**src/rtl/mfep_pkg.sv**
```systemverilog
// Package for the MIDI file event parser: payload structs, phase codes, constants.
// No dependencies.
`timescale 1ns / 1ps
package mfep_pkg;

    typedef struct packed {
        logic [7:0] data_byte;
        logic       start_of_file;
    } in_item_t;

    typedef struct packed {
        logic [1:0]  kind;
        logic [15:0] track_index;
        logic [31:0] delta_time;
        logic [31:0] absolute_time;
        logic [7:0]  message_byte;
        logic        message_first;
        logic        message_last;
        logic [1:0]  file_format;
        logic [15:0] track_count;
        logic [15:0] division;
        logic [1:0]  error_code;
    } out_item_t;

    localparam int MaxRes = 3;

    // A byte yields up to three result rows.
    typedef struct packed {
        logic [1:0] count;
        out_item_t  r0;
        out_item_t  r1;
        out_item_t  r2;
    } res_group_t;

    localparam logic [1:0] KIND_HDR = 2'd0;
    localparam logic [1:0] KIND_MSG = 2'd1;
    localparam logic [1:0] KIND_END = 2'd2;
    localparam logic [1:0] KIND_ERR = 2'd3;

    localparam logic [1:0] ERR_MTHD = 2'd0;
    localparam logic [1:0] ERR_HLEN = 2'd1;
    localparam logic [1:0] ERR_FMT  = 2'd2;
    localparam logic [1:0] ERR_MTRK = 2'd3;

    localparam logic [3:0] PH_SIG_HDR   = 4'd0;
    localparam logic [3:0] PH_HDR_LEN   = 4'd1;
    localparam logic [3:0] PH_FMT       = 4'd2;
    localparam logic [3:0] PH_NTRK      = 4'd3;
    localparam logic [3:0] PH_DIV       = 4'd4;
    localparam logic [3:0] PH_SIG_TRK   = 4'd5;
    localparam logic [3:0] PH_TRK_LEN   = 4'd6;
    localparam logic [3:0] PH_DELTA     = 4'd7;
    localparam logic [3:0] PH_STATUS    = 4'd8;
    localparam logic [3:0] PH_META_TYPE = 4'd9;
    localparam logic [3:0] PH_BODY_LEN  = 4'd10;
    localparam logic [3:0] PH_BODY      = 4'd11;
    localparam logic [3:0] PH_CHAN      = 4'd12;
    localparam logic [3:0] PH_DONE      = 4'd13;
    localparam logic [3:0] PH_ERROR     = 4'd14;

    localparam logic [31:0] SIG_MTHD = 32'h4D546864;
    localparam logic [31:0] SIG_MTRK = 32'h4D54726B;

    localparam logic [7:0] ST_META  = 8'hFF;
    localparam logic [7:0] ST_SYSEX = 8'hF0;
    localparam logic [7:0] ST_ESC   = 8'hF7;

    function automatic logic [1:0] data_count(input logic [7:0] st);
        case (st[7:4])
            4'h8, 4'h9, 4'hA, 4'hB, 4'hE: data_count = 2'd2;
            4'hC, 4'hD:                   data_count = 2'd1;
            default:                      data_count = 2'd0;
        endcase
    endfunction

endpackage

```
**src/rtl/mfep_core.sv**
```systemverilog
// Parser state and per-byte decode: one byte in, up to three result rows out.
// Depends on mfep_pkg.
`timescale 1ns / 1ps
module mfep_core (
    input  logic                 aclk,
    input  logic                 aresetn,
    input  logic                 in_valid,
    input  mfep_pkg::in_item_t   in_item,
    output mfep_pkg::res_group_t res
);
    import mfep_pkg::*;

    logic [3:0]  phase_reg, phase_next;
    logic [2:0]  fcnt_reg, fcnt_next;
    logic [31:0] facc_reg, facc_next;
    logic [1:0]  fmt_reg, fmt_next;
    logic [15:0] ntrk_reg, ntrk_next;
    logic [15:0] div_reg, div_next;
    logic [15:0] tcnt_reg, tcnt_next;
    logic [31:0] tleft_reg, tleft_next;
    logic [31:0] dacc_reg, dacc_next;
    logic [31:0] tacc_reg, tacc_next;
    logic [7:0]  rs_reg, rs_next;
    logic [7:0]  cs_reg, cs_next;
    logic [7:0]  mt_reg, mt_next;
    logic [31:0] bleft_reg, bleft_next;

    out_item_t rows [MaxRes];
    logic [1:0] n;

    function automatic out_item_t msg_row(input logic [15:0] ti, input logic [31:0] dt,
                                          input logic [31:0] at, input logic [7:0] b,
                                          input logic f, input logic l);
        out_item_t r;
        r = '0;
        r.kind = KIND_MSG;
        r.track_index = ti;
        r.delta_time = dt;
        r.absolute_time = at;
        r.message_byte = b;
        r.message_first = f;
        r.message_last = l;
        msg_row = r;
    endfunction

    always_comb begin
        logic [7:0]  b;
        logic [2:0]  need;
        logic [31:0] v;
        logic [31:0] bl;
        logic [1:0]  cnt;
        logic [7:0]  st;
        logic        redo;
        logic        ended;

        b = in_item.data_byte;
        phase_next = phase_reg; fcnt_next = fcnt_reg; facc_next = facc_reg;
        fmt_next = fmt_reg; ntrk_next = ntrk_reg; div_next = div_reg;
        tcnt_next = tcnt_reg; tleft_next = tleft_reg; dacc_next = dacc_reg;
        tacc_next = tacc_reg; rs_next = rs_reg; cs_next = cs_reg;
        mt_next = mt_reg; bleft_next = bleft_reg;
        if (in_item.start_of_file) begin
            phase_next = PH_SIG_HDR; fcnt_next = '0; facc_next = '0; fmt_next = '0;
            ntrk_next = '0; div_next = '0; tcnt_next = '0; tleft_next = '0;
            dacc_next = '0; tacc_next = '0; rs_next = '0; cs_next = '0;
            mt_next = '0; bleft_next = '0;
        end
        rows[0] = '0; rows[1] = '0; rows[2] = '0;
        n = 2'd0;
        v = '0; bl = '0; cnt = '0; st = '0; redo = 1'b0; ended = 1'b0;

        case (phase_next)
            PH_SIG_HDR, PH_HDR_LEN, PH_SIG_TRK, PH_TRK_LEN: need = 3'd4;
            PH_FMT, PH_NTRK, PH_DIV:                        need = 3'd2;
            default:                                        need = 3'd0;
        endcase

        if (need != 3'd0) begin
            v = {facc_next[23:0], b};
            if (fcnt_next + 3'd1 < need) begin
                facc_next = v;
                fcnt_next = fcnt_next + 3'd1;
            end else begin
                fcnt_next = '0;
                facc_next = '0;
                case (phase_next)
                    PH_SIG_HDR: begin
                        if (v != SIG_MTHD) begin
                            rows[0].kind = KIND_ERR; rows[0].error_code = ERR_MTHD;
                            n = 2'd1; phase_next = PH_ERROR;
                        end else phase_next = PH_HDR_LEN;
                    end
                    PH_HDR_LEN: begin
                        if (v != 32'd6) begin
                            rows[0].kind = KIND_ERR; rows[0].error_code = ERR_HLEN;
                            n = 2'd1; phase_next = PH_ERROR;
                        end else phase_next = PH_FMT;
                    end
                    PH_FMT: begin
                        if (v > 32'd2) begin
                            rows[0].kind = KIND_ERR; rows[0].error_code = ERR_FMT;
                            n = 2'd1; phase_next = PH_ERROR;
                        end else begin
                            fmt_next = v[1:0]; phase_next = PH_NTRK;
                        end
                    end
                    PH_NTRK: begin
                        ntrk_next = v[15:0]; phase_next = PH_DIV;
                    end
                    PH_DIV: begin
                        div_next = v[15:0];
                        rows[0].kind = KIND_HDR; rows[0].file_format = fmt_next;
                        rows[0].track_count = ntrk_next; rows[0].division = v[15:0];
                        n = 2'd1;
                        tcnt_next = '0;
                        phase_next = (ntrk_next == 16'd0) ? PH_DONE : PH_SIG_TRK;
                    end
                    PH_SIG_TRK: begin
                        if (v != SIG_MTRK) begin
                            rows[0].kind = KIND_ERR; rows[0].error_code = ERR_MTRK;
                            n = 2'd1; phase_next = PH_ERROR;
                        end else phase_next = PH_TRK_LEN;
                    end
                    default: begin
                        tleft_next = v; rs_next = '0; tacc_next = '0; cs_next = '0;
                        phase_next = PH_DELTA; dacc_next = '0;
                        if (v == 32'd0) begin
                            rows[0].kind = KIND_END; rows[0].track_index = tcnt_next;
                            n = 2'd1; ended = 1'b1;
                        end
                    end
                endcase
            end
        end else if (phase_next >= PH_DELTA && phase_next <= PH_CHAN) begin
            tleft_next = tleft_next - 32'd1;
            // A data byte where a status is due goes through the status step first,
            // then once more through the phase that the status leads to.
            if (phase_next == PH_STATUS) begin
                redo = ~b[7];
                if (b[7]) rs_next = b;
                st = rs_next;
                cs_next = st;
                if (st == ST_META) phase_next = PH_META_TYPE;
                else if (st == ST_SYSEX || st == ST_ESC) begin
                    phase_next = PH_BODY_LEN; bleft_next = '0;
                end else begin
                    cnt = data_count(st);
                    rows[0] = msg_row(tcnt_next, dacc_next, tacc_next, st, 1'b1,
                                      cnt == 2'd0);
                    n = 2'd1;
                    if (cnt == 2'd0) begin
                        phase_next = PH_DELTA; dacc_next = '0;
                    end else begin
                        bleft_next = {30'd0, cnt}; phase_next = PH_CHAN;
                    end
                end
            end else redo = 1'b1;
            if (redo) begin
                case (phase_next)
                    PH_DELTA: begin
                        dacc_next = {dacc_next[24:0], b[6:0]};
                        if (!b[7]) begin
                            tacc_next = tacc_next + dacc_next;
                            phase_next = PH_STATUS;
                        end
                    end
                    PH_META_TYPE: begin
                        mt_next = b; phase_next = PH_BODY_LEN; bleft_next = '0;
                    end
                    PH_BODY_LEN: begin
                        bl = {bleft_next[24:0], b[6:0]};
                        bleft_next = bl;
                        if (!b[7]) begin
                            if (cs_next == ST_META) begin
                                rows[0] = msg_row(tcnt_next, dacc_next, tacc_next,
                                                  ST_META, 1'b1, 1'b0);
                                rows[1] = msg_row(tcnt_next, dacc_next, tacc_next,
                                                  mt_next, 1'b0, bl == 32'd0);
                                n = 2'd2;
                            end else begin
                                rows[0] = msg_row(tcnt_next, dacc_next, tacc_next,
                                                  cs_next, 1'b1, bl == 32'd0);
                                n = 2'd1;
                            end
                            if (bl == 32'd0) begin
                                phase_next = PH_DELTA; dacc_next = '0;
                            end else phase_next = PH_BODY;
                        end
                    end
                    PH_BODY, PH_CHAN: begin
                        rows[n] = msg_row(tcnt_next, dacc_next, tacc_next, b, 1'b0,
                                          bleft_next == 32'd1);
                        n = n + 2'd1;
                        bleft_next = bleft_next - 32'd1;
                        if (bleft_next == 32'd0) begin
                            phase_next = PH_DELTA; dacc_next = '0;
                        end
                    end
                    default: ;
                endcase
            end
            if (tleft_next == 32'd0) begin
                if (n != 2'd0) rows[n - 2'd1].message_last = 1'b1;
                rows[n] = '0;
                rows[n].kind = KIND_END;
                rows[n].track_index = tcnt_next;
                rows[n].absolute_time = tacc_next;
                n = n + 2'd1;
                ended = 1'b1;
            end
        end

        if (ended) begin
            if (n == 2'd1) rows[0].absolute_time = tacc_next;
            tcnt_next = tcnt_next + 16'd1;
            phase_next = (tcnt_next == ntrk_next) ? PH_DONE : PH_SIG_TRK;
            fcnt_next = '0;
            facc_next = '0;
        end
        res.count = n;
        res.r0 = rows[0];
        res.r1 = rows[1];
        res.r2 = rows[2];
    end

    always_ff @(posedge aclk) begin
        if (!aresetn) begin
            phase_reg <= PH_SIG_HDR; fcnt_reg <= '0; facc_reg <= '0; fmt_reg <= '0;
            ntrk_reg <= '0; div_reg <= '0; tcnt_reg <= '0; tleft_reg <= '0;
            dacc_reg <= '0; tacc_reg <= '0; rs_reg <= '0; cs_reg <= '0;
            mt_reg <= '0; bleft_reg <= '0;
        end else if (in_valid) begin
            phase_reg <= phase_next; fcnt_reg <= fcnt_next; facc_reg <= facc_next;
            fmt_reg <= fmt_next; ntrk_reg <= ntrk_next; div_reg <= div_next;
            tcnt_reg <= tcnt_next; tleft_reg <= tleft_next; dacc_reg <= dacc_next;
            tacc_reg <= tacc_next; rs_reg <= rs_next; cs_reg <= cs_next;
            mt_reg <= mt_next; bleft_reg <= bleft_next;
        end
    end

endmodule

```
**src/rtl/mfep_out_buf.sv**
```systemverilog
// Result buffer: holds up to three rows of one byte and drains them one a cycle while m_ready is high.
// Depends on mfep_pkg.
`timescale 1ns / 1ps
module mfep_out_buf (
    input  logic                 aclk,
    input  logic                 aresetn,
    input  logic                 load,
    input  mfep_pkg::res_group_t res,
    output logic                 can_load,
    output logic                 m_valid,
    input  logic                 m_ready,
    output mfep_pkg::out_item_t  m_data
);
    import mfep_pkg::*;

    out_item_t  row_reg [MaxRes];
    logic [1:0] cnt_reg;
    logic [1:0] rd_reg;

    logic last_pop;
    assign m_valid  = cnt_reg != 2'd0;
    assign m_data   = row_reg[rd_reg];
    assign last_pop = m_valid && m_ready && (cnt_reg == 2'd1);
    assign can_load = !m_valid || last_pop;

    always_ff @(posedge aclk) begin
        if (!aresetn) begin
            cnt_reg <= '0;
            rd_reg  <= '0;
        end else if (load) begin
            cnt_reg <= res.count;
            rd_reg  <= '0;
        end else if (m_valid && m_ready) begin
            cnt_reg <= cnt_reg - 2'd1;
            rd_reg  <= rd_reg + 2'd1;
        end
    end

    always_ff @(posedge aclk) begin
        if (load) begin
            row_reg[0] <= res.r0;
            row_reg[1] <= res.r1;
            row_reg[2] <= res.r2;
        end
    end

endmodule

```
**src/rtl/midi_file_event_parser_top.sv**
```systemverilog
// Standard MIDI file parser, one byte per request.
// Latency: a result row is valid the cycle after its byte is taken.
// Throughput: one byte per cycle while each byte yields at most one row and m_ready
// is high; a byte that yields two or three rows holds the input until the result
// buffer has drained its rows, one row per cycle while m_ready is high.
// Reset: aresetn (synchronous, active low) returns to header search, buffer empty.
`timescale 1ns / 1ps
module midi_file_event_parser_top (
    input  logic                aclk,
    input  logic                aresetn,
    input  logic                s_valid,
    output logic                s_ready,
    input  mfep_pkg::in_item_t  s_data,
    output logic                m_valid,
    input  logic                m_ready,
    output mfep_pkg::out_item_t m_data
);
    import mfep_pkg::*;

    res_group_t res;
    logic       take;

    // Accept a byte whenever the buffer is empty or its last row leaves now.
    assign take = s_valid && s_ready;

    mfep_core u_core (
        .aclk    (aclk),
        .aresetn (aresetn),
        .in_valid(take),
        .in_item (s_data),
        .res     (res)
    );

    mfep_out_buf u_buf (
        .aclk    (aclk),
        .aresetn (aresetn),
        .load    (take),
        .res     (res),
        .can_load(s_ready),
        .m_valid (m_valid),
        .m_ready (m_ready),
        .m_data  (m_data)
    );

    // Input is held off while rows are pending beyond the one leaving.
    a_hold: assert property (@(posedge aclk) disable iff (!aresetn)
        (m_valid && !m_ready) |-> !s_ready)
        else $error("input accepted while result stalled");
    // A row shown that is not a message carries no message flags.
    a_flags: assert property (@(posedge aclk) disable iff (!aresetn)
        (m_valid && m_data.kind != KIND_MSG) |-> (!m_data.message_first && !m_data.message_last))
        else $error("message flags on non-message row");

endmodule

```
**config.mk**
```make
export PLATFORM = sky130hd
export DESIGN_NAME = midi_file_event_parser_top
export DESIGN_NICKNAME = d
export VERILOG_FILES = /design/src/rtl/mfep_pkg.sv /design/src/rtl/mfep_core.sv /design/src/rtl/mfep_out_buf.sv /design/src/rtl/midi_file_event_parser_top.sv
export SDC_FILE = /design/constraint.sdc
export NUM_CORES = 1
export LEC_CHECK = 0
export ABC_AREA = 1
export BUFFER_PORTS_ARGS = -buffer_cell sky130_fd_sc_hd__buf_4
export CAP_MARGIN = 20
export CORE_ASPECT_RATIO = 1.5
export CORE_UTILIZATION = 23
export DETAILED_ROUTE_END_ITERATION = 12
export PLACE_DENSITY = 0.47
export REMOVE_ABC_BUFFERS = 1
export SYNTH_ARGS = -nofsm -noshare
export SYNTH_HDL_FRONTEND = slang
export SYNTH_SLANG_ARGS = --single-unit
```
**constraint.sdc**
```tcl
create_clock -name aclk -period 10.7 [get_ports aclk]
set_clock_uncertainty 0.15 [all_clocks]
set_input_delay 0 -clock aclk [delete_from_list [all_inputs] [get_ports aclk]]
set_output_delay 0 -clock aclk [all_outputs]
set_load 0.01 [all_outputs]
```
==> flow_summary.yaml, run 1 <==
synth:
  yosys.area.top_type: "edfxtp_1"
  async_flop_share: 0
  avgSynthCellArea_um2: 7.004
  ys_types: 71
  yosys-top-cells-count: "nand2_1 (977), nor2_1 (626), inv_1 (495)"
  netlist.area_leader.share: 0.2518
  ys_ff_latch: 492
  synthCells: 4580
  yosysMostFrequentCell: "nand2_1"
  synth-edff-count: 269
  synth_area_um2: 32080
  synth-main-ff-cell: "edfxtp_1"
  ys_top_cells_by_area: "edfxtp_1 (25%), dfxtp_1 (14%), nand2_1 (11%)"
  ys_seq_area_frac: 0.3910
  ys_warn_count: 0
grt:
  grt_max_degree: 154
  grt_pass1_wl_mm: 196.0
  overflow: 0
  grt_antenna_before_repair: 7
  track_usage: 0.1809
  grt_pass1_vias: 30890
worst_hold_path:
  hold_depth: 3
  hold_path.class: "input pin to register"
  hold_start: "s_valid"
  holdPathEnd: "u_buf.row_reg[0][11]$_SDFFCE_PP0P_"
timing:
  fmax_mhz: 132.1
  timing.hold.ws_ns: 0.01755
  finalWorstPathRequiredPeriod_ns: 7.568
  relSlewSlack: 0.2305
  tightestPinTransition_ns: 1.154
  grt_setup_unrepaired: "no"
  maxSlewViolCount: 0
  period_share: 0.7073
  hold_viol_final: 0
  setup_viol: 0
  tns_ns: 0
placed_design:
  gp_congestion: 0.8945
  port_buffers: 142
  dp_cells: 6343
  hpwl_mm: 89.87
worst_setup_path:
  cpPeakStageDelay_ns: 0.87
  worstSetupPathType: "input pin to register"
  cpMostUsedCell: "nand2_1"
  r2r_start: "u_core.phase_reg[0]$_SDFFE_PN0P_"
  slowest_stage: "nor3_4"
  cp_max_fo: 71
  worst_r2r_path_depth: 31
  critPathLaunchType: "input pin"
  worstPathRequired_ns: 10.95
  path_delay_family: "simple AND/OR/NAND/NOR gates"
  worst_ep_arrival_time_ns: 7.82
  r2r_end: "u_buf.row_reg[0][74]$_DFFE_PP_"
  critPathBufInv: 8
  rrSetupSlack_ns: 3.48
  end_kind: "register"
status:
  outcome: "finished clean"
floorplan:
  die_w_um: 306.9
  ioPinCount: 143
  dieArea_um2: 141000
  core.rowCount: 167
  coreArea_um2: 138300
  initial_utilization: 0.2319
  die_y_um: 459.4
finish:
  syn_to_final_growth_pct: 14.62
  largest_reg_flops: 269
  instances_no_fill: 6465
  drive_gt1_frac: 0.08820
  layout.nets: 4617
job:
  maxCapViolCount: 0
clocking:
  cts.sinks: 492
  cts_hold_buf: 19
  cts_resized: 0
  cts_buffers: 53
  htreeDepth: 2
  cts_tree: "built"
  cts_max_path_buffers: 3
  clkTransAtPathRegs_ns: 0.06
  clk_latency_ns: 0.67
  post_cts_buffers: 0
  cts_root_buf: "clkbuf_16"
route:
  vias: 31960
  wl_per_cell_um: 20.25
  wl_mm: 130.9
  dr.pass1.iters: 6
  drtAntennaViolNets: 0
  drc_errors: 0
  via_per_inst: 4.944
  drt_iter0_drc: 2729
power:
  ir_drop_mv: 0.1443
  p_per_area_nw_per_um2: 165.0
  leakagePower_nw: 14.84
  p_total_mw: 6.068
==> kinds of logic after synthesis <==
family,count (synthesis),share of synthesized area
xor+xnor,61,0.01689
mux,2,0.0006241
compound gates,1157,0.2104
buf+inv,819,0.1014
flops,492,0.3910
fa+ha+maj,46,0.01818
simple gates,2003,0.2616
==> where the power goes <==
group | total, mW | switching [mW] | internal, mW
registers | 2.32 | 0.0788 | 2.24
logic | 1.70 | 1.22 | 0.481
clock network | 2.04 | 0.861 | 1.18
total | 6.07 | 2.16 | 3.91
==> worst max-delay path by stage <==
| stage | start | end | slack (ns) | depth (start not counted) |
|---|---|---|---|---|
| floorplan | u_buf.cnt_reg[0]$_SDFFE_PN0P_ | u_core.bleft_reg[21]$_SDFFE_PN0P_ | -3.92 | 9 |
| global placement | s_data[0] | u_buf.row_reg[0][74]$_DFFE_PP_ | 3.06 | 30 |
| detailed placement | s_data[0] | u_buf.row_reg[1][117]$_SDFFCE_PP0P_ | 3.01 | 24 |
| CTS | s_data[0] | u_buf.row_reg[1][111]$_SDFFCE_PP0P_ | 3.07 | 25 |
| global route | s_data[0] | u_buf.row_reg[0][74]$_DFFE_PP_ | 2.39 | 31 |
| finish | s_data[0] | u_buf.row_reg[0][74]$_DFFE_PP_ | 3.13 | 31 |
==> cell usage in the layout, fill, tap and decap left out, types with 31 or more instances in the layout <==
master	n
xor2_1	47
nand3_1	176
clkbuf_16	54
inv_1	490
dfxtp_1	221
o211ai_1	49
nand4_1	42
edfxtp_1	269
nor2_1	620
a21oi_1	412
o221ai_1	31
a31oi_1	31
o22ai_1	134
nand2_1	973
ha_1	45
buf_4	193
a22oi_1	39
nor3_1	69
o21ai_0	334
==> metal layers <==
metal	vias up	track usage	share of wire
li1	15430	-	-
met1	15280	0.2165	0.41
met2	971	0.3195	0.50
met3	276	0.02498	0.053
met4	6	0.07946	0.042
met5	-	0	0.00031
==> area by class of cell <==
type / instances / area (um^2)
diodes: 3 / 7.507
clock buffers: 68 / 1454
clock inverters: 32 / 420.4
fillers: 15300 / 101600
inverters: 529 / 2007
multi-input cells: 3269 / 16340
flip-flops and latches: 492 / 12550
well taps: 1859 / 2326
repair buffers: 213 / 1659
==> metrics by stage <==
step                      setup slack, ns    util  cell area (um^2)
final                               3.132  0.2658             36770
after global routing                2.394  0.2658             36760
after CTS                           3.073  0.2658             36760
after detailed placement            3.012  0.2508             34700
after global placement              3.063  0.2508             34700
after floorplan                    -3.924       -             30820
==> worst register-to-register path: cells and delay by family, from the launching register on <==
family / cells / cell delay (ns)
AOI/OAI and AO/OA: 8 / 1.84
adders and majority gates: 1 / 0.35
buffers and inverters: 7 / 1.53
DFF: 1 / 0.37
and+or+nand+nor: 15 / 2.74
Power figures use the tool's default switching activity.
==> inputs of run 2 (changes only) <==
- clock period: 10.7 -> 7 ns (I/O delays scaled with it)
==> run 2 against run 1 <==
Worst setup slack got worse by 2.3 ns. Core utilization is 0.059 points higher. Die area did not move. Critical path type unchanged. Register-to-register slack got worse by 2.3 ns. First-iteration DRC count decreased by 13%. Clock-buffer cell count up 4. Non-clock buffer count up 20. Combinational power grew 54%. Critical endpoint is now u_buf.row_reg[0][46]$_DFFE_PP_. Critical path depth fell by 8. Hold slack improved by 0.29 ns. Highest routed layer unchanged.
==> flow_summary.yaml, run 2 (synthesis results as in run 1) <==
timing:
  period_share: 0.8751
  finalWorstPathRequiredPeriod_ns: 6.126
  relSlewSlack: 0.2384
  tightestPinTransition_ns: 1.142
  maxSlewViolCount: 0
  setup_viol: 0
  hold_viol_final: 0
  timing.hold.ws_ns: 0.3033
  fmax_mhz: 163.2
  grt_setup_unrepaired: "no"
finish:
  layout.nets: 4637
  syn_to_final_growth_pct: 14.87
  layout_commonest_cell: "nand2_1"
  multiInputGateArea_um2: 16340
  largest_reg_flops: 269
  fillCellCount: 15410
  mostFrequentLayoutCells: "nand2_1 (973), nor2_1 (620), inv_1 (490), a21oi_1 (412), o21ai_0 (334)"
  drive_gt1_frac: 0.09323
  post-route-util: 0.2664
  regArea_um2: 12550
floorplan:
  die_y_um: 459.4
  dieArea_um2: 141000
  initial_utilization: 0.2319
  ioPinCount: 143
  die_w_um: 306.9
  core.rowCount: 167
  coreArea_um2: 138300
grt:
  grt_max_degree: 146
  overflow: 0
  grt_pass1_vias: 31670
  grt_pass1_wl_mm: 201.8
  track_usage: 0.1872
  grt_antenna_before_repair: 6
job:
  maxCapViolCount: 0
worst_setup_path:
  worst_ep_arrival_time_ns: 6.40
  critical_path.endpoint: "u_buf.row_reg[0][46]$_DFFE_PP_"
  rrSetupSlack_ns: 1.14
  slowest_stage: "nor2_2"
  r2r_end: "u_buf.row_reg[0][46]$_DFFE_PP_"
  worstSetupPathType: "input pin to register"
  worst_r2r_path_depth: 21
  crit_path_cell_trace: "dlygate4sd3_1, buf_4, buf_4, nor2_1, ha_1, xor2_1, ha_1, a21oi_1, nor2_4, inv_2, nor2_2, inv_2, nor4_1, inv_1, buf_4, nand2_1, nor2_1, nand3_2, nand3_4, inv_4, nand2_1, o21ai_1, inv_1"
  cp-startpoint: "s_data[0]"
  end_kind: "register"
  path_delay_family: "buffers and inverters"
  cp_max_fo: 63
  cpMostUsedCell: "buf_4"
  critPathLaunchType: "input pin"
  r2r_start: "u_core.phase_reg[2]$_SDFFE_PN0P_"
  worstPathRequired_ns: 7.28
  cpPeakStageDelay_ns: 0.84
  critPathBufInv: 9
  crit_cells: 23
power:
  p_total_mw: 9.196
  p_per_area_nw_per_um2: 249.6
  leakagePower_nw: 14.91
  ir_drop_mv: 0.2047
clocking:
  cts_tree: "built"
  clkTransAtPathRegs_ns: 0.06
  cts_resized: 0
  clk_latency_ns: 0.67
  htreeDepth: 2
  cts_buffers: 53
  cts_root_buf: "clkbuf_16"
  cts_max_path_buffers: 3
  cts.sinks: 492
route:
  drc_errors: 0
  drt_iter0_drc: 2363
  via_per_inst: 4.961
  vias: 32170
  wl_per_cell_um: 20.91
  wl_mm: 135.6
  dr.pass1.iters: 6
  drtAntennaViolNets: 0
worst_hold_path:
  hold_path.class: "register to register"
placed_design:
  gp_congestion: 0.8914
  port_buffers: 142
  hpwl_mm: 93.77
status:
  outcome: "finished clean"
[run 2: worst register-to-register path: cells and delay by family, from the launching register on]
kind	cells	cell delay, ns
simple gates	12	3.38
buf+inv	6	1.16
fa+ha+maj	1	0.22
compound gates	2	0.31
flops	1	0.42
[run 2: cell type report]
class | count | share of cell area
Multi-Input combinational cell | 3269 | 0.4435
Sequential cell | 492 | 0.3406
Tap cell | 1859 | 0.06312
Inverter | 529 | 0.05443
Timing Repair Buffer | 233 | 0.04930
Clock buffer | 72 | 0.04095
Clock inverter | 28 | 0.007945
Antenna cell | 2 | 0.0001358
[run 2: where the power goes]
part | switching [mW] | total, mW | internal [mW]
registers | 0.125 | 3.56 | 3.43
logic | 1.88 | 2.62 | 0.743
clock network | 1.32 | 3.02 | 1.70
[run 2: worst min path at each step]
stage,cells after the start,to,slack [ns],startpoint
2_1_floorplan,2,s_ready,-0.02,m_ready
3_3_place_gp,4,s_ready,0.19,m_ready
3_5_place_dp,4,s_ready,0.20,m_ready
4_1_cts,6,register,0.26,m_ready
5_1_grt,2,u_core.dacc_reg[28]$_SDFFE_PN0P_,0.32,u_core.dacc_reg[28]$_SDFFE_PN0P_
6_report,2,u_core.dacc_reg[27]$_SDFFE_PN0P_,0.30,u_core.dacc_reg[27]$_SDFFE_PN0P_
[run 2: repair_timing]
action,in CTS,in global routing
hold buffers,16,0
endpoints found under the hold margin,147,0
buffers inserted,0,0
[run 2: through the flow]
step                cells  area [um^2]  setup TNS [ns]  setup WS, ns
detailed placement   6366        34880               0        0.7477
global placement     6365        34870               0        0.7509
global route         6484        36850               0        0.4375
finish               6484        36850               0        0.8742
CTS                  6482        36840               0        0.8793
floorplan            4290        30820        -2471.44        -7.624
[run 2: layer usage]
| layer | vias up | GRT usage | share of wire |
|---|---|---|---|
| li1 | 15450 | - | - |
| met1 | 15390 | 0.2191 | 0.40 |
| met2 | 1046 | 0.3332 | 0.50 |
| met3 | 278 | 0.02599 | 0.058 |
| met4 | 4 | 0.08954 | 0.047 |
| met5 | - | 0 | 0.00022 |
